[src/filtered_group_by_aggregation_core_defines.svh]
// Assertion macros shared by the aggregation core.
// No dependencies.
`ifndef FILTERED_GROUP_BY_AGGREGATION_CORE_DEFINES_SVH
`define FILTERED_GROUP_BY_AGGREGATION_CORE_DEFINES_SVH

// Property that must hold at every edge out of reset.
`define FGA_ASSERT(label, clk, rst_n, prop, msg) \
  label: assert property (@(posedge clk) disable iff (!rst_n) (prop)) else $error(msg);

// Implication checked on the next cycle.
`define FGA_ASSERT_NEXT(label, clk, rst_n, ante, cons, msg) \
  label: assert property (@(posedge clk) disable iff (!rst_n) (ante) |=> (cons)) \
    else $error(msg);

`endif

[src/fga_pkg.sv]
// Types and constants of the group-by aggregation core.
// No dependencies.
package fga_pkg;

  localparam int unsigned SumW   = 60;
  localparam int unsigned CountW = 32;
  localparam int unsigned TermW  = 40;

  typedef enum logic [1:0] {
    OP_ROW    = 2'd0,
    OP_REPORT = 2'd1,
    OP_CLEAR  = 2'd2,
    OP_NONE   = 2'd3
  } op_e;

  // Item as it leaves the front end: opcode plus precomputed row terms.
  typedef struct packed {
    op_e              op;
    logic [15:0]      key;
    logic [19:0]      qty;
    logic [23:0]      price;
    logic [6:0]       disc;
    logic [TermW-1:0] dprice;
    logic [6:0]       tax;
  } cmd_t;

  typedef struct packed {
    logic              present;
    logic [15:0]       key;
    logic [CountW-1:0] count;
    logic [SumW-1:0]   sum_qty;
    logic [SumW-1:0]   sum_price;
    logic [SumW-1:0]   sum_dprice;
    logic [SumW-1:0]   sum_charge;
    logic [SumW-1:0]   sum_disc;
    logic              ovf;
    logic              last;
  } res_t;

  function automatic logic [SumW-1:0] sat_add(logic [SumW-1:0] a, logic [TermW-1:0] t);
    logic [SumW:0] s;
    s = {1'b0, a} + {{(SumW-TermW+1){1'b0}}, t};
    return s[SumW] ? {SumW{1'b1}} : s[SumW-1:0];
  endfunction

endpackage

[src/fga_front.sv]
// Front end: filters rows by ship date, forms the key and the discounted price.
// Depends on fga_pkg.
module fga_front (
  input  logic                clk_i,
  input  logic                rst_ni,
  input  logic                cfg_we_i,
  input  logic [15:0]         cfg_data_i,
  input  logic                in_valid_i,
  output logic                in_ready_o,
  input  logic [1:0]          opcode_i,
  input  logic [7:0]          return_flag_i,
  input  logic [7:0]          line_status_i,
  input  logic [19:0]         quantity_i,
  input  logic [23:0]         extended_price_i,
  input  logic [6:0]          discount_i,
  input  logic [6:0]          tax_i,
  input  logic [15:0]         ship_date_i,
  output logic                cmd_valid_o,
  input  logic                cmd_ready_i,
  output fga_pkg::cmd_t       cmd_o
);
  import fga_pkg::*;

  logic [15:0] cutoff_q;
  logic        valid_q;
  cmd_t        cmd_q;
  cmd_t        cmd_d;
  logic [6:0]  dfac;

  always_ff @(posedge clk_i or negedge rst_ni) begin
    if (!rst_ni) cutoff_q <= 16'hFFFF;
    else if (cfg_we_i) cutoff_q <= cfg_data_i;
  end

  assign in_ready_o = !valid_q || cmd_ready_i;
  assign dfac = (discount_i > 7'd100) ? 7'd0 : 7'd100 - discount_i;

  always_comb begin
    cmd_d.op     = op_e'(opcode_i);
    // filtered rows become no-ops
    if (opcode_i == OP_ROW && ship_date_i > cutoff_q) cmd_d.op = OP_NONE;
    cmd_d.key    = {return_flag_i, line_status_i};
    cmd_d.qty    = quantity_i;
    cmd_d.price  = extended_price_i;
    cmd_d.disc   = discount_i;
    cmd_d.dprice = TermW'(extended_price_i) * TermW'(dfac);
    cmd_d.tax    = tax_i;
  end

  always_ff @(posedge clk_i or negedge rst_ni) begin
    if (!rst_ni) valid_q <= 1'b0;
    else if (in_ready_o) valid_q <= in_valid_i && (op_e'(opcode_i) != OP_NONE);
  end

  always_ff @(posedge clk_i) begin
    if (in_ready_o && in_valid_i) cmd_q <= cmd_d;
  end

  assign cmd_valid_o = valid_q;
  assign cmd_o       = cmd_q;
endmodule

[config.mk]
export PLATFORM = sky130hd
export DESIGN_NAME = fga_front
export DESIGN_NICKNAME = d
export VERILOG_FILES = /design/src/filtered_group_by_aggregation_core_defines.svh /design/src/fga_pkg.sv /design/src/fga_front.sv
export SDC_FILE = /design/constraint.sdc
export NUM_CORES = 1
export LEC_CHECK = 0
export ABC_CLOCK_PERIOD_IN_PS = 6700
export BUFFER_PORTS_ARGS = -buffer_cell sky130_fd_sc_hd__buf_2
export CAP_MARGIN = 20
export CORE_MARGIN = 5
export CORE_UTILIZATION = 40
export CTS_CLUSTER_DIAMETER = 200
export CTS_CLUSTER_SIZE = 40
export DETAILED_ROUTE_END_ITERATION = 6
export GPL_TIMING_DRIVEN = 0
export HOLD_SLACK_MARGIN = 0.15
export SYNTH_ARGS = -nofsm -noshare
export SYNTH_HDL_FRONTEND = slang
export SYNTH_SLANG_ARGS = --single-unit
[constraint.sdc]
create_clock -name clk_i -period 6.7 [get_ports clk_i]
set_input_delay 1.34 -clock clk_i [delete_from_list [all_inputs] [get_ports clk_i]]
set_output_delay 1.34 -clock clk_i [all_outputs]
set_load 0.1 [all_outputs]
==> results of run 1 <==
## state kept, by name, indices dropped and copies added, names as in the netlist
signal,cells
cmd_o,107
cmd_valid_o,1
cutoff_q,16
## final cells by class
| class | count | area (um2) |
|---|---|---|
| inverter | 120 | 450 |
| tap | 324 | 405 |
| timing repair buffer | 229 | 1190 |
| multi-input combinational | 625 | 5710 |
| clock buffer | 20 | 489 |
| clock inverter | 12 | 125 |
| buffer | 33 | 203 |
| sequential | 124 | 3660 |
| fill | 2251 | 12000 |
## synthesized netlist by cell type (2+ instances only)
master	count
sky130_fd_sc_hd__a2111oi_2	2
sky130_fd_sc_hd__dfstp_2	16
sky130_fd_sc_hd__o21ai_0	39
sky130_fd_sc_hd__xnor2_1	16
sky130_fd_sc_hd__and2_1	114
sky130_fd_sc_hd__a31oi_1	5
sky130_fd_sc_hd__clkbuf_1	25
sky130_fd_sc_hd__nor2_1	23
sky130_fd_sc_hd__nor4b_1	2
sky130_fd_sc_hd__mux2i_1	2
sky130_fd_sc_hd__and3_1	7
sky130_fd_sc_hd__a211oi_1	3
sky130_fd_sc_hd__nand3_1	6
sky130_fd_sc_hd__nor3_1	6
sky130_fd_sc_hd__nand4_1	9
sky130_fd_sc_hd__fa_1	109
sky130_fd_sc_hd__ha_1	66
sky130_fd_sc_hd__nand3b_1	3
sky130_fd_sc_hd__a21oi_1	38
sky130_fd_sc_hd__edfxtp_1	107
sky130_fd_sc_hd__nor2b_1	4
sky130_fd_sc_hd__inv_1	120
sky130_fd_sc_hd__nand2b_1	3
sky130_fd_sc_hd__mux2_2	3
sky130_fd_sc_hd__buf_4	9
sky130_fd_sc_hd__nor3b_1	2
sky130_fd_sc_hd__nand2_1	106
sky130_fd_sc_hd__and4_1	3
sky130_fd_sc_hd__xor2_1	9
sky130_fd_sc_hd__a21o_1	12
## routing by layer
| layer | wire, um | part of all wire, % | GRT usage [%] |
|---|---|---|---|
| met3 | 1080 | 4.5 | 3.37 |
| met5 | 0 | 0 | 0 |
| met1 | 10300 | 43 | 22.1 |
| met2 | 12300 | 51 | 30.7 |
| met4 | 262 | 1.1 | 3.70 |
## what timing repair did
item | in CTS | in global routing
setup endpoints to repair | 17 | 18
pin swaps | 1 | 10
resized for setup | 26 | 32
buffers inserted | 2 | 5
## tightest hold or removal path: stages, from the launching register on
cell and delay, ps:
sky130_fd_sc_hd__dfstp_2 360, sky130_fd_sc_hd__inv_1 60, sky130_fd_sc_hd__o21ai_0 80
## how the worst max path moves through the flow
stage / from / endpoint / slack [ps] / cells after the start
final: discount_i[0] / cmd_o[29] / 200 / 24
after global routing: discount_i[0] / cmd_o[25] / -8 / 22
after CTS: discount_i[0] / cmd_o[32] / 6 / 22
after detailed placement: discount_i[1] / cmd_o[36] / -1150 / 20
after global placement: discount_i[1] / cmd_o[36] / -1120 / 20
after floorplan: discount_i[1] / cmd_o[36] / 110 / 20
## power by group through the flow
stage / Clock, mW / Combinational [mW] / Sequential, mW
CTS: 0.973 / 3.06 / 1.09
detailed placement: 0 / 3.00 / 1.10
global route: 1.01 / 3.41 / 1.10
floorplan: 0 / 1.59 / 1.90
finish: 0.949 / 3.11 / 1.08
global placement: 0 / 2.98 / 1.11
## cell families after synthesis
group           after synthesis
compound gates              117
xor+xnor                     25
fa+ha+maj                   175
buf+inv                     154
flops                       124
mux                           5
other cells                   1
simple gates                294
## per-stage QoR
stage / utilization, % / setup WS, ps / cell area (um2) / hold WS (ps) / total power, mW
6_report: 50.4 / 201 / 12200 / 505 / 5.14
5_1_grt: 50.4 / -7.61 / 12200 / 534 / 5.51
4_1_cts: 49.9 / 5.99 / 12100 / 512 / 5.12
3_5_place_dp: 47.0 / -1150 / 11400 / 500 / 4.10
3_3_place_gp: 46.9 / -1120 / 11400 / 494 / 4.08
2_1_floorplan: - / 111 / 9850 / 478 / 3.49
==> impl_metrics.xml, run 1 <==
<?xml version="1.0" encoding="UTF-8"?>
<metrics>
  <group name="status">
    <metric name="run_status" unit="">complete, no violations</metric>
  </group>
  <group name="setup_path">
    <metric name="crit_slowest_cell" unit="">sky130_fd_sc_hd__or4b_4</metric>
    <metric name="r2r_setup_slack" unit="ps">4520</metric>
    <metric name="cp.arrival" unit="ps">6650</metric>
    <metric name="worstSetupEndpointType" unit="">register</metric>
    <metric name="crit_type" unit="">in2reg</metric>
    <metric name="critPathMaxFanout" unit="">10</metric>
    <metric name="crit_family" unit="">adder cells</metric>
    <metric name="worst_setup_path_start_kind" unit="">input port</metric>
    <metric name="max_stage_delay" unit="ps">580</metric>
    <metric name="cp_num_buf_inv" unit="">6</metric>
    <metric name="r2r_end" unit="">cmd_o[114]</metric>
    <metric name="crit_path_cell_trace" unit="">buf_2, inv_1, ha_2, nor2b_2, nand2b_1, nand2_1, nor2_1, mux2_4, buf_6, and2_1, fa_1, fa_1, fa_1, inv_1, fa_1, inv_1, ha_4, and3_4, a221oi_4, or4b_4, a21boi_4, buf_4, a211oi_1, xnor2_1</metric>
    <metric name="worst-r2r-cell-count" unit="">8</metric>
    <metric name="critical_path.most_common_cell" unit="">sky130_fd_sc_hd__fa_1</metric>
    <metric name="worst-endpoint-required" unit="ps">6850</metric>
    <metric name="r2r-start" unit="">cutoff_q[1]</metric>
  </group>
  <group name="route">
    <metric name="wl" unit="mm">23.9</metric>
    <metric name="residual_antenna_violating_net_count_after_detailed_routing" unit="">0</metric>
    <metric name="drt_drc_violations_left" unit="">0</metric>
    <metric name="drt_pre_antenna_iters" unit="">4</metric>
    <metric name="drt_iter0_drc" unit="">376</metric>
    <metric name="via_per_inst" unit="">4.91</metric>
    <metric name="vias" unit="">7296</metric>
    <metric name="drt-wirelength-per-cell" unit="um">16.1</metric>
  </group>
  <group name="place">
    <metric name="detailedPlacementHpwl" unit="mm">18.8</metric>
    <metric name="place.port_buffers" unit="">221</metric>
    <metric name="count_of_placed_standard_cells_including_taps" unit="">1449</metric>
    <metric name="gp_congestion" unit="">0.824</metric>
  </group>
  <group name="power_and_ir_drop">
    <metric name="power.combinational.fraction" unit="%">60.4</metric>
    <metric name="p_int" unit="mW">2.59</metric>
    <metric name="switching_power" unit="mW">2.55</metric>
    <metric name="leakage_power" unit="nW">5.76</metric>
    <metric name="ir_drop" unit="mV">0.243</metric>
    <metric name="power_frac_clock" unit="%">18.5</metric>
    <metric name="proportion_of_total_power_due_to_net_switching" unit="%">49.6</metric>
    <metric name="power.density" unit="nW/um2">420</metric>
    <metric name="power.share.sequential" unit="%">21.1</metric>
  </group>
  <group name="timing">
    <metric name="relSlewSlack" unit="%">42.5</metric>
    <metric name="fin_crit_sh" unit="%">97.0</metric>
    <metric name="maxClockFrequency" unit="GHz">0.154</metric>
    <metric name="report.final.hold_viol_count" unit="">0</metric>
    <metric name="report.final.slew_viol_count" unit="">0</metric>
    <metric name="worst_pin_slew" unit="ps">854</metric>
    <metric name="setup-tns-final" unit="ps">0</metric>
    <metric name="min_period" unit="ps">6500</metric>
    <metric name="finalSetupViolCount" unit="">0</metric>
    <metric name="fin_skew" unit="ps">10.8</metric>
  </group>
  <group name="floorplan">
    <metric name="placement_rows" unit="">57</metric>
    <metric name="design.die.area" unit="um2">27800</metric>
    <metric name="initial_core_utilization" unit="%">40.5</metric>
    <metric name="fp.coreArea" unit="um2">24200</metric>
    <metric name="fp.dieH" unit="um">167</metric>
    <metric name="die_width" unit="um">167</metric>
    <metric name="pin_count" unit="">231</metric>
  </group>
  <group name="global_routing">
    <metric name="antenna_found_initial" unit="">0</metric>
    <metric name="number_of_global_route_vias_before_repair" unit="">7510</metric>
    <metric name="grt_overflow" unit="">0</metric>
    <metric name="grt_util_all_layers" unit="%">17.3</metric>
    <metric name="grt_first_pass_wirelength" unit="mm">38.7</metric>
    <metric name="pin_count_of_the_biggest_net_entering_global_routing" unit="">70</metric>
  </group>
  <group name="synthesis">
    <metric name="area_of_the_mapped_netlist" unit="um2">9820</metric>
    <metric name="post_synth_and_or_nand_nor_area_fraction" unit="%">15.7</metric>
    <metric name="ys.flop_type" unit="">sky130_fd_sc_hd__edfxtp_1</metric>
    <metric name="main_combinational_cell_family_by_area_after_synthesis" unit="">adder cells</metric>
    <metric name="postSynthCellCount" unit="">895</metric>
    <metric name="synth_compound_gate_area_share" unit="%">7.42</metric>
    <metric name="synth-warning-count" unit="">0</metric>
    <metric name="fraction_of_registers_with_async_set_reset" unit="%">13.7</metric>
    <metric name="syn-mean-instance-area" unit="um2">11.0</metric>
    <metric name="synthDominantAreaCellType" unit="">sky130_fd_sc_hd__edfxtp_1</metric>
    <metric name="post_synth_main_area_contributors" unit="">sky130_fd_sc_hd__edfxtp_1, sky130_fd_sc_hd__fa_1, sky130_fd_sc_hd__ha_1, sky130_fd_sc_hd__and2_1, sky130_fd_sc_hd__inv_1</metric>
    <metric name="synth_sequential_area_ratio" unit="%">37.2</metric>
    <metric name="synth.mux.area_fraction" unit="%">0.548</metric>
    <metric name="yosys_register_bits" unit="">124</metric>
    <metric name="synth_enable_flop_cells" unit="">107</metric>
    <metric name="synthDistinctLibCells" unit="">56</metric>
    <metric name="synth_top_cell_area_share" unit="%">32.7</metric>
    <metric name="yosys.area_share.adder" unit="%">30.6</metric>
    <metric name="synth-xor-area-share" unit="%">2.23</metric>
  </group>
  <group name="clock_tree">
    <metric name="h-tree-depth" unit="">4</metric>
    <metric name="clock_tree_from_tritoncts" unit="">yes</metric>
    <metric name="clk_pin_slew_worst_paths" unit="ps">60</metric>
    <metric name="cts.sink_count" unit="">124</metric>
    <metric name="cts_inserted_buffers" unit="">17</metric>
    <metric name="clock_latency" unit="ps">420</metric>
    <metric name="count_of_hold_buffers_inserted_by_post_cts_repair" unit="">0</metric>
    <metric name="clock_path_buffers" unit="">2</metric>
    <metric name="cts-root-buf" unit="">sky130_fd_sc_hd__clkbuf_16</metric>
  </group>
  <group name="layout">
    <metric name="most_common_cell_after_layout_fill_and_taps_aside" unit="">sky130_fd_sc_hd__buf_2</metric>
    <metric name="drive_gt1_share" unit="%">28.5</metric>
    <metric name="layout.nets" unit="">1438</metric>
    <metric name="layoutNonFillerInstCount" unit="">1487</metric>
    <metric name="layout_overhead_on_the_synthesized_area" unit="%">24.5</metric>
    <metric name="diodes" unit="">0</metric>
    <metric name="layout_common_cells" unit="">sky130_fd_sc_hd__buf_2, sky130_fd_sc_hd__inv_1, sky130_fd_sc_hd__and2_1</metric>
  </group>
  <group name="hold_path">
    <metric name="min_delay_path_depth" unit="">2</metric>
    <metric name="whs_endpoint" unit="">cutoff_q[10]</metric>
    <metric name="min-delay-start" unit="">cutoff_q[10]</metric>
    <metric name="path_type_of_the_worst_min_delay_path" unit="">reg2reg</metric>
  </group>
  <group name="flow_run">
    <metric name="timing.max_cap.violations" unit="">0</metric>
  </group>
</metrics>
Power figures use the tool's default switching activity.
==> inputs of run 2 (changes only) <==
--- a/config.mk
+++ b/config.mk
@@ -8,7 +8,6 @@
 export ABC_CLOCK_PERIOD_IN_PS = 6700
 export BUFFER_PORTS_ARGS = -buffer_cell sky130_fd_sc_hd__buf_2
 export CAP_MARGIN = 20
-export CORE_MARGIN = 5
 export CORE_UTILIZATION = 40
 export CTS_CLUSTER_DIAMETER = 200
 export CTS_CLUSTER_SIZE = 40
==> run 2 against run 1 <==
Hold slack got worse by 3.4 ps. Design area shrank 0.48%. Cell count decreased by 0.61%. Setup slack got worse by 41 ps. Clock skew about the same. Wire length decreased by 3.2%. Non-clock buffer count down 4. Utilization is 0.80 points higher. Critical path type unchanged. Critical endpoint is now cmd_o[25]. Power about the same. Clock-buffer cell count fell by 3. Combinational power barely moved.
==> impl_metrics.xml, run 2 (synthesis results as in run 1) <==
<?xml version="1.0" encoding="UTF-8"?>
<metrics>
  <group name="clock_tree">
    <metric name="clock_tree_from_tritoncts" unit="">yes</metric>
    <metric name="clock_latency" unit="ps">420</metric>
    <metric name="cts.sink_count" unit="">124</metric>
    <metric name="count_of_hold_buffers_inserted_by_post_cts_repair" unit="">0</metric>
    <metric name="clk_pin_slew_worst_paths" unit="ps">60</metric>
    <metric name="cts-root-buf" unit="">sky130_fd_sc_hd__clkbuf_16</metric>
    <metric name="cts_inserted_buffers" unit="">17</metric>
    <metric name="h-tree-depth" unit="">4</metric>
    <metric name="clock_path_buffers" unit="">2</metric>
  </group>
  <group name="floorplan">
    <metric name="fp.dieH" unit="um">159</metric>
    <metric name="die_width" unit="um">159</metric>
    <metric name="design.die.area" unit="um2">25200</metric>
    <metric name="pin_count" unit="">231</metric>
    <metric name="fp.coreArea" unit="um2">23800</metric>
    <metric name="placement_rows" unit="">56</metric>
    <metric name="initial_core_utilization" unit="%">41.4</metric>
  </group>
  <group name="place">
    <metric name="place.port_buffers" unit="">221</metric>
    <metric name="post_dp_cell_area" unit="um2">11400</metric>
    <metric name="count_of_placed_standard_cells_including_taps" unit="">1444</metric>
    <metric name="gp_congestion" unit="">0.869</metric>
    <metric name="detailedPlacementHpwl" unit="mm">18.2</metric>
  </group>
  <group name="timing">
    <metric name="fin_crit_sh" unit="%">97.6</metric>
    <metric name="maxClockFrequency" unit="GHz">0.153</metric>
    <metric name="finalSetupViolCount" unit="">0</metric>
    <metric name="setup-tns-final" unit="ps">0</metric>
    <metric name="report.final.hold_viol_count" unit="">0</metric>
    <metric name="relSlewSlack" unit="%">63.1</metric>
    <metric name="min_period" unit="ps">6540</metric>
    <metric name="report.final.slew_viol_count" unit="">0</metric>
    <metric name="worst_pin_slew" unit="ps">550</metric>
    <metric name="rsz_0062_raised_after_global_routing" unit="">true</metric>
    <metric name="fin_skew" unit="ps">11.2</metric>
  </group>
  <group name="setup_path">
    <metric name="worstSetupEndpointType" unit="">register</metric>
    <metric name="critPathMaxFanout" unit="">10</metric>
    <metric name="worst_setup_path_start_kind" unit="">input port</metric>
    <metric name="crit_path_cell_trace" unit="">buf_2, o21ai_1, nand2_1, and3_2, and3b_2, buf_6, nand2_1, fa_1, fa_1, inv_1, fa_1, inv_1, fa_1, inv_1, ha_4, a21o_1, a221oi_4, or4b_4, a21boi_4, buf_4, o211a_1, a2111oi_2</metric>
    <metric name="cp.arrival" unit="ps">6680</metric>
    <metric name="max_stage_delay" unit="ps">580</metric>
    <metric name="crit_slowest_cell" unit="">sky130_fd_sc_hd__or4b_4</metric>
    <metric name="critical_path.most_common_cell" unit="">sky130_fd_sc_hd__fa_1</metric>
    <metric name="crit_type" unit="">in2reg</metric>
    <metric name="worst-endpoint-required" unit="ps">6840</metric>
  </group>
  <group name="global_routing">
    <metric name="number_of_global_route_vias_before_repair" unit="">7560</metric>
    <metric name="antenna_found_initial" unit="">0</metric>
    <metric name="grt_overflow" unit="">0</metric>
    <metric name="grt_first_pass_wirelength" unit="mm">38.2</metric>
    <metric name="pin_count_of_the_biggest_net_entering_global_routing" unit="">72</metric>
    <metric name="grt_util_all_layers" unit="%">19.3</metric>
  </group>
  <group name="power_and_ir_drop">
    <metric name="leakage_power" unit="nW">5.72</metric>
    <metric name="ir_drop" unit="mV">0.251</metric>
    <metric name="power.density" unit="nW/um2">423</metric>
  </group>
  <group name="layout">
    <metric name="layout_overhead_on_the_synthesized_area" unit="%">23.9</metric>
    <metric name="layoutNonFillerInstCount" unit="">1478</metric>
    <metric name="diodes" unit="">0</metric>
    <metric name="ff_latch_area" unit="um2">3660</metric>
    <metric name="fin_util" unit="%">51.2</metric>
    <metric name="layout.nets" unit="">1434</metric>
    <metric name="fillCellCount" unit="">2192</metric>
    <metric name="drive_gt1_share" unit="%">28.0</metric>
    <metric name="layout_common_cells" unit="">sky130_fd_sc_hd__buf_2, sky130_fd_sc_hd__inv_1, sky130_fd_sc_hd__and2_1</metric>
    <metric name="postLayoutCellArea" unit="um2">12200</metric>
    <metric name="most_common_cell_after_layout_fill_and_taps_aside" unit="">sky130_fd_sc_hd__buf_2</metric>
    <metric name="multiInputGateArea" unit="um2">5700</metric>
    <metric name="largest_register_ff_count" unit="">107</metric>
  </group>
  <group name="route">
    <metric name="drt_iter0_drc" unit="">247</metric>
    <metric name="residual_antenna_violating_net_count_after_detailed_routing" unit="">0</metric>
    <metric name="via_per_inst" unit="">4.91</metric>
    <metric name="drt_pre_antenna_iters" unit="">4</metric>
    <metric name="drt-wirelength-per-cell" unit="um">15.7</metric>
    <metric name="wl" unit="mm">23.2</metric>
    <metric name="drt_drc_violations_left" unit="">0</metric>
    <metric name="vias" unit="">7256</metric>
  </group>
  <group name="flow_run">
    <metric name="timing.max_cap.violations" unit="">0</metric>
  </group>
  <group name="status">
    <metric name="run_status" unit="">complete, no violations</metric>
  </group>
  <group name="hold_path">
    <metric name="path_type_of_the_worst_min_delay_path" unit="">reg2reg</metric>
  </group>
</metrics>
[run 2: stage by stage]
| step | total power, mW | setup slack (ps) | hold WS (ps) |
|---|---|---|---|
| 2_1_floorplan | 3.49 | 111 | 478 |
| 3_3_place_gp | 4.07 | -1110 | 490 |
| 3_5_place_dp | 4.09 | -1160 | 499 |
| 4_1_cts | 5.10 | -16.1 | 510 |
| 5_1_grt | 5.52 | -69.7 | 525 |
| 6_report | 5.14 | 161 | 502 |
[run 2: area by class of cell]
type	count	area share [%]
multi-input combinational	625	46.8
inverter	120	3.70
timing repair buffer	225	9.50
clock buffer	17	3.50
buffer	33	1.63
sequential	124	30.1
clock inverter	15	1.52
tap	319	3.28
[run 2: path summary, 6_finish.rpt]
| path | from | to | slack (ps) | cells after the start |
|---|---|---|---|---|
| setup / recovery | discount_i[1] | cmd_o[25] | 160 | 22 |
| setup reg to reg | cutoff_q[1] | cmd_o[114] | 4540 | 8 |
| min in group asynchronous | rst_ni | cmd_valid_o | 840 | 1 |
| max in group asynchronous | rst_ni | cutoff_q[2] | 5530 | 1 |
| hold / removal | cutoff_q[13] | cutoff_q[13] | 500 | 2 |
| hold reg to reg | cutoff_q[13] | cutoff_q[13] | 500 | 2 |
[run 2: worst max-delay path, delay by kind of cell]
kind / cells / cell delay [ps]
AOI/OAI and AO/OA: 6 / 900
and+or+nand+nor: 5 / 1390
buffers and inverters: 6 / 630
adders and majority gates: 5 / 2430
[run 2: timing repair]
action / 4_1_cts / 5_1_grt
pin swaps: 0 / 12
setup endpoints to repair: 16 / 17
cloned: 0 / 0
buffers inserted: 0 / 3
resized for setup: 23 / 34
[run 2: layer usage]
metal | vias to the layer above | share of wire [%] | track usage [%]
met2 | 174 | 52 | 34.9
met4 | 0 | 0.99 | 5.56
li1 | 3447 | - | -
met3 | 10 | 3.4 | 2.82
met1 | 3625 | 43 | 23.7
met5 | - | 0 | 0
[run 2: power by group]
group          total (mW)  internal [mW]  leakage (nW)  switching, mW
registers            1.08           1.06          1.21         0.0228
clock network       0.964          0.592         0.295          0.372
logic                3.10          0.939          4.22           2.16
