===== src/filtered_group_by_aggregation_core_defines.svh =====
// Assertion macros shared by the aggregation core.
// No dependencies.
`ifndef FILTERED_GROUP_BY_AGGREGATION_CORE_DEFINES_SVH
`define FILTERED_GROUP_BY_AGGREGATION_CORE_DEFINES_SVH

// Property that must hold at every edge out of reset.
`define FGA_ASSERT(label, clk, rst_n, prop, msg) \
  label: assert property (@(posedge clk) disable iff (!rst_n) (prop)) else $error(msg);

// Implication checked on the next cycle.
`define FGA_ASSERT_NEXT(label, clk, rst_n, ante, cons, msg) \
  label: assert property (@(posedge clk) disable iff (!rst_n) (ante) |=> (cons)) \
    else $error(msg);

`endif


===== src/fga_pkg.sv =====
// Types and constants of the group-by aggregation core.
// No dependencies.
package fga_pkg;

  localparam int unsigned SumW   = 60;
  localparam int unsigned CountW = 32;
  localparam int unsigned TermW  = 40;

  typedef enum logic [1:0] {
    OP_ROW    = 2'd0,
    OP_REPORT = 2'd1,
    OP_CLEAR  = 2'd2,
    OP_NONE   = 2'd3
  } op_e;

  // Item as it leaves the front end: opcode plus precomputed row terms.
  typedef struct packed {
    op_e              op;
    logic [15:0]      key;
    logic [19:0]      qty;
    logic [23:0]      price;
    logic [6:0]       disc;
    logic [TermW-1:0] dprice;
    logic [6:0]       tax;
  } cmd_t;

  typedef struct packed {
    logic              present;
    logic [15:0]       key;
    logic [CountW-1:0] count;
    logic [SumW-1:0]   sum_qty;
    logic [SumW-1:0]   sum_price;
    logic [SumW-1:0]   sum_dprice;
    logic [SumW-1:0]   sum_charge;
    logic [SumW-1:0]   sum_disc;
    logic              ovf;
    logic              last;
  } res_t;

  function automatic logic [SumW-1:0] sat_add(logic [SumW-1:0] a, logic [TermW-1:0] t);
    logic [SumW:0] s;
    s = {1'b0, a} + {{(SumW-TermW+1){1'b0}}, t};
    return s[SumW] ? {SumW{1'b1}} : s[SumW-1:0];
  endfunction

endpackage


===== src/fga_queue.sv =====
// Short queue between front and back end.
// Depends on fga_pkg.
module fga_queue #(
  parameter int unsigned Depth = 2
) (
  input  logic          clk_i,
  input  logic          rst_ni,
  input  logic          wr_valid_i,
  output logic          wr_ready_o,
  input  fga_pkg::cmd_t wr_data_i,
  output logic          rd_valid_o,
  input  logic          rd_ready_i,
  output fga_pkg::cmd_t rd_data_o
);
  import fga_pkg::*;

  localparam int unsigned AW = (Depth > 1) ? $clog2(Depth) : 1;

  cmd_t          mem_q [Depth];
  logic [AW-1:0] wp_q, rp_q;
  logic [AW:0]   cnt_q;
  logic          wr, rd;

  assign wr_ready_o = cnt_q != (AW+1)'(Depth);
  assign rd_valid_o = cnt_q != '0;
  assign wr = wr_valid_i && wr_ready_o;
  assign rd = rd_valid_o && rd_ready_i;
  assign rd_data_o = mem_q[rp_q];

  always_ff @(posedge clk_i or negedge rst_ni) begin
    if (!rst_ni) begin
      wp_q <= '0; rp_q <= '0; cnt_q <= '0;
    end else begin
      if (wr) wp_q <= (wp_q == AW'(Depth-1)) ? '0 : wp_q + 1'b1;
      if (rd) rp_q <= (rp_q == AW'(Depth-1)) ? '0 : rp_q + 1'b1;
      cnt_q <= cnt_q + (AW+1)'(wr) - (AW+1)'(rd);
    end
  end

  always_ff @(posedge clk_i) begin
    if (wr) mem_q[wp_q] <= wr_data_i;
  end
endmodule


===== config.mk =====
export PLATFORM = sky130hd
export DESIGN_NAME = fga_queue
export DESIGN_NICKNAME = d
export VERILOG_FILES = /design/src/filtered_group_by_aggregation_core_defines.svh /design/src/fga_pkg.sv /design/src/fga_queue.sv
export SDC_FILE = /design/constraint.sdc
export NUM_CORES = 1
export LEC_CHECK = 0
export ABC_AREA = 1
export ABC_CLOCK_PERIOD_IN_PS = 6050
export BUFFER_PORTS_ARGS = -buffer_cell sky130_fd_sc_hd__buf_2
export CORE_MARGIN = 2
export CORE_UTILIZATION = 40
export CTS_BUF_LIST = sky130_fd_sc_hd__clkbuf_4 sky130_fd_sc_hd__clkbuf_8 sky130_fd_sc_hd__clkbuf_16
export CTS_CLUSTER_SIZE = 20
export DETAILED_ROUTE_END_ITERATION = 6
export HOLD_SLACK_MARGIN = 0.12
export PLACE_DENSITY = 0.77
export SLEW_MARGIN = 25
export SYNTH_ARGS = -nofsm -noshare
export SYNTH_HDL_FRONTEND = slang
export SYNTH_SLANG_ARGS = --single-unit

===== constraint.sdc =====
create_clock -name clk_i -period 6.05 [get_ports clk_i]
set_clock_uncertainty 0.05 [all_clocks]
set_input_delay 0.3025 -clock clk_i [delete_from_list [all_inputs] [get_ports clk_i]]
set_output_delay 0.3025 -clock clk_i [all_outputs]
set_load 0.02 [all_outputs]

==> impl_results.html, run 1 <==
<table>
<tr><th>Metric</th><th>Value</th></tr>
<tr><th colspan="2">Outcome</th></tr>
<tr><td>Status</td><td>finished clean</td></tr>
<tr><th colspan="2">CTS</th></tr>
<tr><td>Post-CTS setup buffer count</td><td>0</td></tr>
<tr><td>TritonCTS Buffers</td><td>25</td></tr>
<tr><td>CTS Root Buffer Type</td><td>sky130_fd_sc_hd__clkbuf_16</td></tr>
<tr><td>Clock latency on the worst-skew pair</td><td>between 0.5 and 0.6 ns</td></tr>
<tr><td>Number of levels in the clock H-tree</td><td>1</td></tr>
<tr><td>Post-cts repair resize count</td><td>0</td></tr>
<tr><td>TritonCTS clock tree</td><td>built</td></tr>
<tr><td>Maximum clock path buffer count</td><td>3</td></tr>
<tr><td>Post-CTS Hold Buffers</td><td>120</td></tr>
<tr><td>Worst-path clk slew</td><td>roughly 0.06 ns</td></tr>
<tr><td>Sink count of the clock tree</td><td>between 200 and 250</td></tr>
<tr><th colspan="2">Critical path</th></tr>
<tr><td>Endpoint required time on the critical path</td><td>between 5 and 6 ns</td></tr>
<tr><td>Largest driver fanout on the critical path</td><td>63</td></tr>
<tr><td>Category of the critical setup timing path</td><td>reg -&gt; out</td></tr>
<tr><td>Startpoint kind of the worst setup timing path</td><td>flip-flop</td></tr>
<tr><td>Critical Path End Type</td><td>output port</td></tr>
<tr><td>FF-to-FF setup slack</td><td>3.23 ns</td></tr>
<tr><td>Worst EP arrival</td><td>2.90 ns</td></tr>
<tr><th colspan="2">Finish</th></tr>
<tr><td>Area added between synthesis and finish</td><td>39.5%</td></tr>
<tr><td>Commonest non-fill, non-tap cells in the layout</td><td>sky130_fd_sc_hd__nand2_1 (357), sky130_fd_sc_hd__buf_2 (237), sky130_fd_sc_hd__edfxtp_1 (232)</td></tr>
<tr><td>Commonest non-fill, non-tap cell in the layout</td><td>sky130_fd_sc_hd__nand2_1</td></tr>
<tr><td>Non-filler cells in the finished layout</td><td>about 1300</td></tr>
<tr><td>Total Nets Final</td><td>between 1000 and 1500</td></tr>
<tr><td>Post-Route Utilization</td><td>0.571</td></tr>
<tr><td>Number of antenna cells inserted</td><td>0</td></tr>
<tr><td>Layout cell share with drive strength beyond 1</td><td>0.280</td></tr>
<tr><th colspan="2">Global route</th></tr>
<tr><td>All-layer global routing usage</td><td>0.164</td></tr>
<tr><td>Via count of the first global-routing pass</td><td>a little under 6000</td></tr>
<tr><td>Wire length of the first global-routing pass</td><td>slightly below 30 mm</td></tr>
<tr><td>Met1 Use GR</td><td>0.189</td></tr>
<tr><td>Overall overflow remaining after global route</td><td>0</td></tr>
<tr><td>Largest net degree at the start of global routing</td><td>between 60 and 70</td></tr>
<tr><td>Number of antenna violations at the first check in global routing</td><td>1</td></tr>
<tr><td>Peak-usage layer in the global routing report</td><td>met2</td></tr>
<tr><td>GR met2 Demand/Resource</td><td>0.296</td></tr>
<tr><td>Met3 Usage GRT</td><td>0.0343</td></tr>
<tr><th colspan="2">Timing</th></tr>
<tr><td>Final clock period utilization by the worst path</td><td>0.538</td></tr>
<tr><td>Slew Limit Headroom</td><td>0.455</td></tr>
<tr><td>Peak clock frequency supported by timing</td><td>approximately 310 MHz</td></tr>
<tr><td>Final slew viol count</td><td>0</td></tr>
<tr><td>Slew at the pin with the worst max-slew slack</td><td>slightly above 0.8 ns</td></tr>
<tr><td>Time the final worst path needs with I/O delays and setup</td><td>around 3.3 ns</td></tr>
<tr><td>Number of failing hold endpoints at the final stage</td><td>0</td></tr>
<tr><td>Final setup TNS</td><td>0 ns</td></tr>
<tr><td>Final setup fails</td><td>0</td></tr>
<tr><td>Unrepaired setup endpoints after global routing</td><td>no</td></tr>
<tr><th colspan="2">Pwr</th></tr>
<tr><td>Net switching share of the total power</td><td>0.371</td></tr>
<tr><td>P_int</td><td>between 3 and 4 mW</td></tr>
<tr><td>Leakage power total</td><td>~5.2 nW</td></tr>
<tr><td>Power share of the combinational group</td><td>0.344</td></tr>
<tr><td>Clock network power share</td><td>0.247</td></tr>
<tr><td>Net switching power</td><td>2.16 mW</td></tr>
<tr><td>Max VDD drop</td><td>between 400 and 500 µV</td></tr>
<tr><td>Ratio of total power to cell area</td><td>between 400 and 500 mW/mm²</td></tr>
<tr><td>Share of total power in sequential cells</td><td>0.410</td></tr>
<tr><th colspan="2">Route</th></tr>
<tr><td>DRT antenna net count</td><td>0</td></tr>
<tr><td>Drt first-iter violations</td><td>roughly 310</td></tr>
<tr><td>Drc violations</td><td>0</td></tr>
<tr><td>Vias/cell</td><td>approximately 4.6</td></tr>
<tr><td>Number of vias in the routed layout</td><td>between 5000 and 6000</td></tr>
<tr><td>Detailed Route WL</td><td>20.0 mm</td></tr>
<tr><td>Number of detailed-route iterations in the first pass</td><td>5</td></tr>
<tr><td>Average wire per cell in the routed design</td><td>~15 µm</td></tr>
<tr><th colspan="2">Synth</th></tr>
<tr><td>Register bit total from synthesis</td><td>roughly 240</td></tr>
<tr><td>Per-instance average area after synthesis</td><td>13.6 µm²</td></tr>
<tr><td>Number of enable flip-flop cells after synthesis</td><td>approximately 230</td></tr>
<tr><td>Count of cell types in the netlist</td><td>14</td></tr>
<tr><td>Synthesis warning total</td><td>0</td></tr>
<tr><td>Cell count after synthesis</td><td>approximately 640</td></tr>
<tr><td>Share of synthesized area occupied by flip-flops and latches</td><td>0.816</td></tr>
<tr><td>Prevailing post-synth register cell</td><td>sky130_fd_sc_hd__edfxtp_1</td></tr>
<tr><td>Netlist area before placement</td><td>a little under 0.009 mm²</td></tr>
<tr><td>Post-synthesis async set-or-reset flop share</td><td>0.0169</td></tr>
<tr><td>Synthesized Nets</td><td>approximately 760</td></tr>
<tr><th colspan="2">Die</th></tr>
<tr><td>Area of the placeable core</td><td>between 0.02 and 0.025 mm²</td></tr>
<tr><td>Die extent in y</td><td>around 150 µm</td></tr>
<tr><td>Floorplan die area</td><td>~0.023 mm²</td></tr>
<tr><td>Die W</td><td>around 150 µm</td></tr>
<tr><td>Effective utilization at floorplan</td><td>0.410</td></tr>
<tr><td>Number of standard-cell rows in the floorplan</td><td>53</td></tr>
<tr><td>Top-level port count</td><td>around 240</td></tr>
<tr><th colspan="2">Placement</th></tr>
<tr><td>Detailed placement HPWL</td><td>11.4 mm</td></tr>
<tr><td>Gpl congestion</td><td>~0.75</td></tr>
<tr><td>Number of buffers added on ports</td><td>237</td></tr>
<tr><td>Placed instance count</td><td>1130</td></tr>
<tr><th colspan="2">Min path</th></tr>
<tr><td>Worst min path class</td><td>in -&gt; reg</td></tr>
<tr><th colspan="2">Flow run</th></tr>
<tr><td>Max Cap Violations</td><td>0</td></tr>
</table>
==> flip-flops by register name, summed over array words and instances (netlist names) <==
name / cells
mem_q: 232
cnt_q: 2
rp_q: 1
wp_q: 1
==> cell usage after synthesis, types with 2 or more instances <==
master / count / area (µm²)
sky130_fd_sc_hd__nor2_1: 5 / 18.8
sky130_fd_sc_hd__buf_4: 6 / 45.0
sky130_fd_sc_hd__buf_2: 15 / 75.1
sky130_fd_sc_hd__nand2_1: 357 / 1340
sky130_fd_sc_hd__nand3_1: 2 / 10.0
sky130_fd_sc_hd__dfrtp_1: 4 / 100
sky130_fd_sc_hd__inv_1: 7 / 26.3
sky130_fd_sc_hd__edfxtp_1: 232 / 6970
sky130_fd_sc_hd__buf_6: 4 / 45.0
==> metrics by stage <==
step / hold WS (ns) / worst slack [ns] / area (µm²) / power [mW]
CTS: 0.450 / 2.76 / 12100 / 5.87
global placement: 0.0663 / 3.29 / 10100 / 4.33
floorplan: -0.0431 / 1.72 / 8670 / 3.72
finish: 0.465 / 2.80 / 12100 / 5.83
detailed placement: 0.0706 / 3.26 / 10100 / 4.37
global route: 0.453 / 2.60 / 12100 / 6.15
==> layout make-up <==
class / count / area, µm²
flip-flops and latches: 236 / 7070
fillers: 1595 / 9070
repair buffers: 363 / 2430
well taps: 275 / 344
clock inverters: 16 / 133
clock buffers: 29 / 656
inverters: 8 / 32.5
multi-input cells: 368 / 1420
==> worst paths after layout <==
kind,start,end,cells after the start
worst min-delay path,wr_data_i[105],mem_q[1][105]$_DFFE_PP_,2
min in group asynchronous,rst_ni,wp_q$_DFFE_PN0P_,3
max in group asynchronous,rst_ni,rp_q$_DFFE_PN0P_,3
worst max register to register,cnt_q[0]$_DFF_PN0_,mem_q[1][2]$_DFFE_PP_,6
worst min register to register,cnt_q[0]$_DFF_PN0_,cnt_q[0]$_DFF_PN0_,1
worst max-delay path,rp_q$_DFFE_PN0P_,rd_data_o[22],5
==> critical path, cell delays in order (launching register included) <==
cell and delay (ns):
sky130_fd_sc_hd__dfrtp_4 0.72, sky130_fd_sc_hd__inv_4 0.55, sky130_fd_sc_hd__buf_4 0.63, sky130_fd_sc_hd__nand2_1 0.13
sky130_fd_sc_hd__nand2_1 0.12, sky130_fd_sc_hd__buf_2 0.17
==> routing by layer <==
| metal | up-vias | part of all wire |
|---|---|---|
| met4 | 2 | 0.041 |
| met3 | 63 | 0.065 |
| met1 | 2798 | 0.37 |
| li1 | 2876 | - |
| met5 | - | 0.00065 |
| met2 | 236 | 0.52 |
==> power groups by stage <==
| stage | Clock (mW) | Combinational, mW | Sequential (mW) |
|---|---|---|---|
| floorplan | 0 | 1.35 | 2.37 |
| global placement | 0 | 1.93 | 2.40 |
| detailed placement | 0 | 1.95 | 2.42 |
| CTS | 1.47 | 2.02 | 2.39 |
| global route | 1.54 | 2.19 | 2.42 |
| finish | 1.44 | 2.00 | 2.39 |
==> kinds of logic (layout without fill, tap and decap cells) <==
kind of cell | count (synthesis) | count (layout) | synth area share
flip-flops | 236 | 236 | 0.816
adder cells (fa/ha/maj) | 1 | 1 | 0.00144
AND/OR/NAND/NOR | 364 | 364 | 0.158
AO/OA/AOI/OAI | 2 | 2 | 0.00115
XOR/XNOR | 1 | 1 | 0.00101
buffers and inverters | 33 | 416 | 0.0228
Power figures use the tool's default switching activity.
==> run 2, diff against run 1 <==
--- a/config.mk
+++ b/config.mk
@@ -6,7 +6,7 @@
 export NUM_CORES = 1
 export LEC_CHECK = 0
 export ABC_AREA = 1
-export ABC_CLOCK_PERIOD_IN_PS = 6050
+export ABC_CLOCK_PERIOD_IN_PS = 2800
 export BUFFER_PORTS_ARGS = -buffer_cell sky130_fd_sc_hd__buf_2
 export CORE_MARGIN = 2
 export CORE_UTILIZATION = 40
==> constraint.sdc (replaced) <==
create_clock -name clk_i -period 2.8 [get_ports clk_i]
set_clock_uncertainty 0.05 [all_clocks]
set_input_delay 0.14 -clock clk_i [delete_from_list [all_inputs] [get_ports clk_i]]
set_output_delay 0.14 -clock clk_i [all_outputs]
set_load 0.02 [all_outputs]
==> impl_results.html, run 2 (synthesized netlist as in run 1, its figures left out) <==
<table>
<tr><th>Metric</th><th>Value</th></tr>
<tr><th colspan="2">Outcome</th></tr>
<tr><td>Status</td><td>finished clean</td></tr>
<tr><th colspan="2">Flow run</th></tr>
<tr><td>Max Cap Violations</td><td>0 (unchanged)</td></tr>
<tr><th colspan="2">Critical path</th></tr>
<tr><td>List of cells traversed by the critical path</td><td>inv_4 &gt; buf_12 &gt; nand2_1 &gt; nand2_1 &gt; buf_2</td></tr>
<tr><td>Crit. Startpoint</td><td>rp_q$_DFFE_PN0P_</td></tr>
<tr><td>Critical Path End Type</td><td>output port</td></tr>
<tr><td>Worst path most repeated cell</td><td>sky130_fd_sc_hd__nand2_1</td></tr>
<tr><td>Family with the most delay on the worst path</td><td>buffers and inverters</td></tr>
<tr><td>Category of the critical setup timing path</td><td>reg -&gt; out</td></tr>
<tr><td>Largest driver fanout on the critical path</td><td>55 (-13%)</td></tr>
<tr><td>Worst EP arrival</td><td>2.14 ns (-0.76 ns)</td></tr>
<tr><td>RR Startpoint</td><td>cnt_q[1]$_DFF_PN0_</td></tr>
<tr><td>FF-to-FF setup slack</td><td>0.97 ns (-2.26 ns)</td></tr>
<tr><td>Worst reg2reg endpoint</td><td>mem_q[0][63]$_DFFE_PP_</td></tr>
<tr><td>Startpoint kind of the worst setup timing path</td><td>flip-flop</td></tr>
<tr><td>Peak per-stage delay on the critical path</td><td>0.50 ns (-0.22 ns)</td></tr>
<tr><td>Endpoint required time on the critical path</td><td>2.61 ns (-3.09 ns)</td></tr>
<tr><td>Worst setup path end</td><td>rd_data_o[105]</td></tr>
<tr><td>Depth of the worst register-to-register path</td><td>4 (-2)</td></tr>
<tr><td>Bufs and invs on worst path</td><td>3 (unchanged)</td></tr>
<tr><td>Critical path's slowest cell</td><td>sky130_fd_sc_hd__dfrtp_4</td></tr>
<tr><td>Critical path depth in cells</td><td>5 (unchanged)</td></tr>
<tr><th colspan="2">Timing</th></tr>
<tr><td>Slew at the pin with the worst max-slew slack</td><td>0.773 ns (-0.0451 ns)</td></tr>
<tr><td>Slew Limit Headroom</td><td>0.485 (+0.0301)</td></tr>
<tr><td>Final setup fails</td><td>0 (unchanged)</td></tr>
<tr><td>Final clock period utilization by the worst path</td><td>0.831</td></tr>
<tr><td>Peak clock frequency supported by timing</td><td>about 430 MHz</td></tr>
<tr><td>Final slew viol count</td><td>0 (unchanged)</td></tr>
<tr><td>Time the final worst path needs with I/O delays and setup</td><td>~2.3 ns</td></tr>
<tr><td>Number of failing hold endpoints at the final stage</td><td>0 (unchanged)</td></tr>
<tr><td>Unrepaired setup endpoints after global routing</td><td>no</td></tr>
<tr><th colspan="2">CTS</th></tr>
<tr><td>CTS Root Buffer Type</td><td>sky130_fd_sc_hd__clkbuf_16</td></tr>
<tr><td>Maximum clock path buffer count</td><td>3 (unchanged)</td></tr>
<tr><td>Sink count of the clock tree</td><td>236 (unchanged)</td></tr>
<tr><td>Clock latency on the worst-skew pair</td><td>0.50 ns (about the same)</td></tr>
<tr><td>Number of levels in the clock H-tree</td><td>1 (unchanged)</td></tr>
<tr><td>Worst-path clk slew</td><td>0.06 ns (about the same)</td></tr>
<tr><td>TritonCTS Buffers</td><td>24 (-4.0%)</td></tr>
<tr><td>TritonCTS clock tree</td><td>built</td></tr>
<tr><td>Post-cts repair resize count</td><td>0 (unchanged)</td></tr>
<tr><th colspan="2">Pwr</th></tr>
<tr><td>Share of total power in sequential cells</td><td>0.394 (-0.016)</td></tr>
<tr><td>P_int</td><td>8.01 mW (+120%)</td></tr>
<tr><td>Leakage power total</td><td>5.21 nW (+0.40%)</td></tr>
<tr><td>Ratio of total power to cell area</td><td>1050 mW/mm² (+120%)</td></tr>
<tr><td>Power share of the combinational group</td><td>0.362 (+0.018)</td></tr>
<tr><td>Net switching power</td><td>4.74 mW (+120%)</td></tr>
<tr><td>Max VDD drop</td><td>708 µV (+46%)</td></tr>
<tr><td>Clock network power share</td><td>0.244 (-0.003)</td></tr>
<tr><td>Net switching share of the total power</td><td>0.372 (+0.00119)</td></tr>
<tr><th colspan="2">Route</th></tr>
<tr><td>Vias/cell</td><td>4.58 (-0.67%)</td></tr>
<tr><td>Drt first-iter violations</td><td>297 (-5.4%)</td></tr>
<tr><td>Average wire per cell in the routed design</td><td>15.6 µm (+1.4%)</td></tr>
<tr><td>Drc violations</td><td>0 (unchanged)</td></tr>
<tr><td>Detailed Route WL</td><td>20.3 mm (+1.4%)</td></tr>
<tr><td>DRT antenna net count</td><td>0 (unchanged)</td></tr>
<tr><td>Number of vias in the routed layout</td><td>5935 (-0.67%)</td></tr>
<tr><td>Number of detailed-route iterations in the first pass</td><td>4 (-1)</td></tr>
<tr><th colspan="2">Placement</th></tr>
<tr><td>Detailed placement HPWL</td><td>11.4 mm (-0.15%)</td></tr>
<tr><td>Placed cell areas</td><td>0.0102 mm² (+0.84%)</td></tr>
<tr><td>Gpl congestion</td><td>0.740 (-0.87%)</td></tr>
<tr><td>Number of buffers added on ports</td><td>237 (unchanged)</td></tr>
<tr><td>Placed instance count</td><td>1131 (+0.088%)</td></tr>
<tr><th colspan="2">Finish</th></tr>
<tr><td>Register containing the most flip-flops in the final layout</td><td>mem_q</td></tr>
<tr><td>Non-filler cells in the finished layout</td><td>1295 (unchanged)</td></tr>
<tr><td>Final Cell Area</td><td>0.0122 mm² (+0.63%)</td></tr>
<tr><td>Area added between synthesis and finish</td><td>40.3%</td></tr>
<tr><td>Largest registers</td><td>mem_q x232, cnt_q x2</td></tr>
<tr><td>Commonest non-fill, non-tap cell in the layout</td><td>sky130_fd_sc_hd__nand2_1</td></tr>
<tr><td>Fill cell count</td><td>1658 (+3.9%)</td></tr>
<tr><td>Total Nets Final</td><td>1123 (unchanged)</td></tr>
<tr><td>Post-Route Utilization</td><td>0.575 (+0.00361)</td></tr>
<tr><td>Max FFs per register</td><td>232 (unchanged)</td></tr>
<tr><td>Layout cell share with drive strength beyond 1</td><td>0.284 (+0.00350)</td></tr>
<tr><td>Commonest non-fill, non-tap cells in the layout</td><td>sky130_fd_sc_hd__nand2_1 (355), sky130_fd_sc_hd__buf_2 (237), sky130_fd_sc_hd__edfxtp_1 (232)</td></tr>
<tr><th colspan="2">Global route</th></tr>
<tr><td>Overall overflow remaining after global route</td><td>0 (unchanged)</td></tr>
<tr><td>All-layer global routing usage</td><td>0.172 (+0.00766)</td></tr>
<tr><td>Largest net degree at the start of global routing</td><td>117 (+83%)</td></tr>
<tr><td>Wire length of the first global-routing pass</td><td>30.4 mm (+5.6%)</td></tr>
<tr><td>Number of antenna violations at the first check in global routing</td><td>3 (+2)</td></tr>
<tr><td>Via count of the first global-routing pass</td><td>6213 (+6.7%)</td></tr>
<tr><th colspan="2">Min path</th></tr>
<tr><td>Startpoint of the lowest-slack hold path</td><td>wr_data_i[110]</td></tr>
<tr><td>Worst min path class</td><td>in -&gt; reg</td></tr>
<tr><th colspan="2">Die</th></tr>
<tr><td>Area of the placeable core</td><td>0.0212 mm² (unchanged)</td></tr>
<tr><td>Die W</td><td>151 µm (unchanged)</td></tr>
<tr><td>Top-level port count</td><td>238 (unchanged)</td></tr>
<tr><td>Number of standard-cell rows in the floorplan</td><td>53 (unchanged)</td></tr>
<tr><td>Effective utilization at floorplan</td><td>0.410 (unchanged)</td></tr>
<tr><td>Die extent in y</td><td>151 µm (unchanged)</td></tr>
<tr><td>Floorplan die area</td><td>0.0229 mm² (unchanged)</td></tr>
</table>
==> run 2: per-stage QoR <==
step | hold slack, ns | setup TNS, ns | worst slack (ns) | power, mW
CTS | 0.276 | 0 | 0.415 | 12.8
floorplan | -0.206 | -5.18 | -0.0373 | 8.02
finish | 0.299 | 0 | 0.474 | 12.7
detailed placement | -0.0913 | 0 | 0.969 | 9.58
global route | 0.296 | 0 | 0.339 | 13.5
global placement | -0.0941 | 0 | 0.970 | 9.49
==> run 2: repair_timing <==
item,CTS,global route
buffers inserted,0,0
hold buffers,120,0
endpoints found under the hold margin,240,0
endpoints found under the setup margin,0,0
==> run 2: area by class of cell <==
class,instances,area [µm²],area share
Clock buffer,29,656,0.0539
Antenna cell,2,5.00,0.000412
Sequential cell,236,7070,0.581
Tap cell,275,344,0.0283
Timing Repair Buffer,364,2500,0.206
Inverter,8,32.5,0.00268
Clock inverter,13,119,0.00978
Multi-Input combinational cell,368,1430,0.118
==> run 2: worst min-delay path by stage <==
stage / end / slack (ns) / cells after the start
2_1_floorplan: cnt_q[0]$_DFF_PN0_ / -0.21 / 0
3_3_place_gp: cnt_q[0]$_DFF_PN0_ / -0.09 / 1
3_5_place_dp: cnt_q[0]$_DFF_PN0_ / -0.09 / 1
4_1_cts: mem_q[0][105]$_DFFE_PP_ / 0.28 / 2
5_1_grt: mem_q[0][8]$_DFFE_PP_ / 0.30 / 2
6_report: mem_q[0][110]$_DFFE_PP_ / 0.30 / 2
==> run 2: worst reg2reg max path, cell delays in order (launching register included) <==
cell                      delay [ns]
sky130_fd_sc_hd__dfrtp_1        0.43
sky130_fd_sc_hd__nand2_4        0.11
sky130_fd_sc_hd__nand2_4        0.08
sky130_fd_sc_hd__nor2_4         0.12
sky130_fd_sc_hd__buf_4          0.61
==> run 2: routing by layer <==
layer	global-route usage	share of wire
met4	0.0780	0.041
met3	0.0364	0.054
met5	0	0.00064
met1	0.186	0.38
met2	0.320	0.53
==> run 2: power groups by stage <==
stage	combinational, mW	clock, mW	sequential, mW
final	4.61	3.11	5.02
after global routing	5.06	3.31	5.09
after CTS	4.64	3.18	5.02
after detailed placement	4.49	0	5.09
after global placement	4.43	0	5.06
after floorplan	2.95	0	5.07
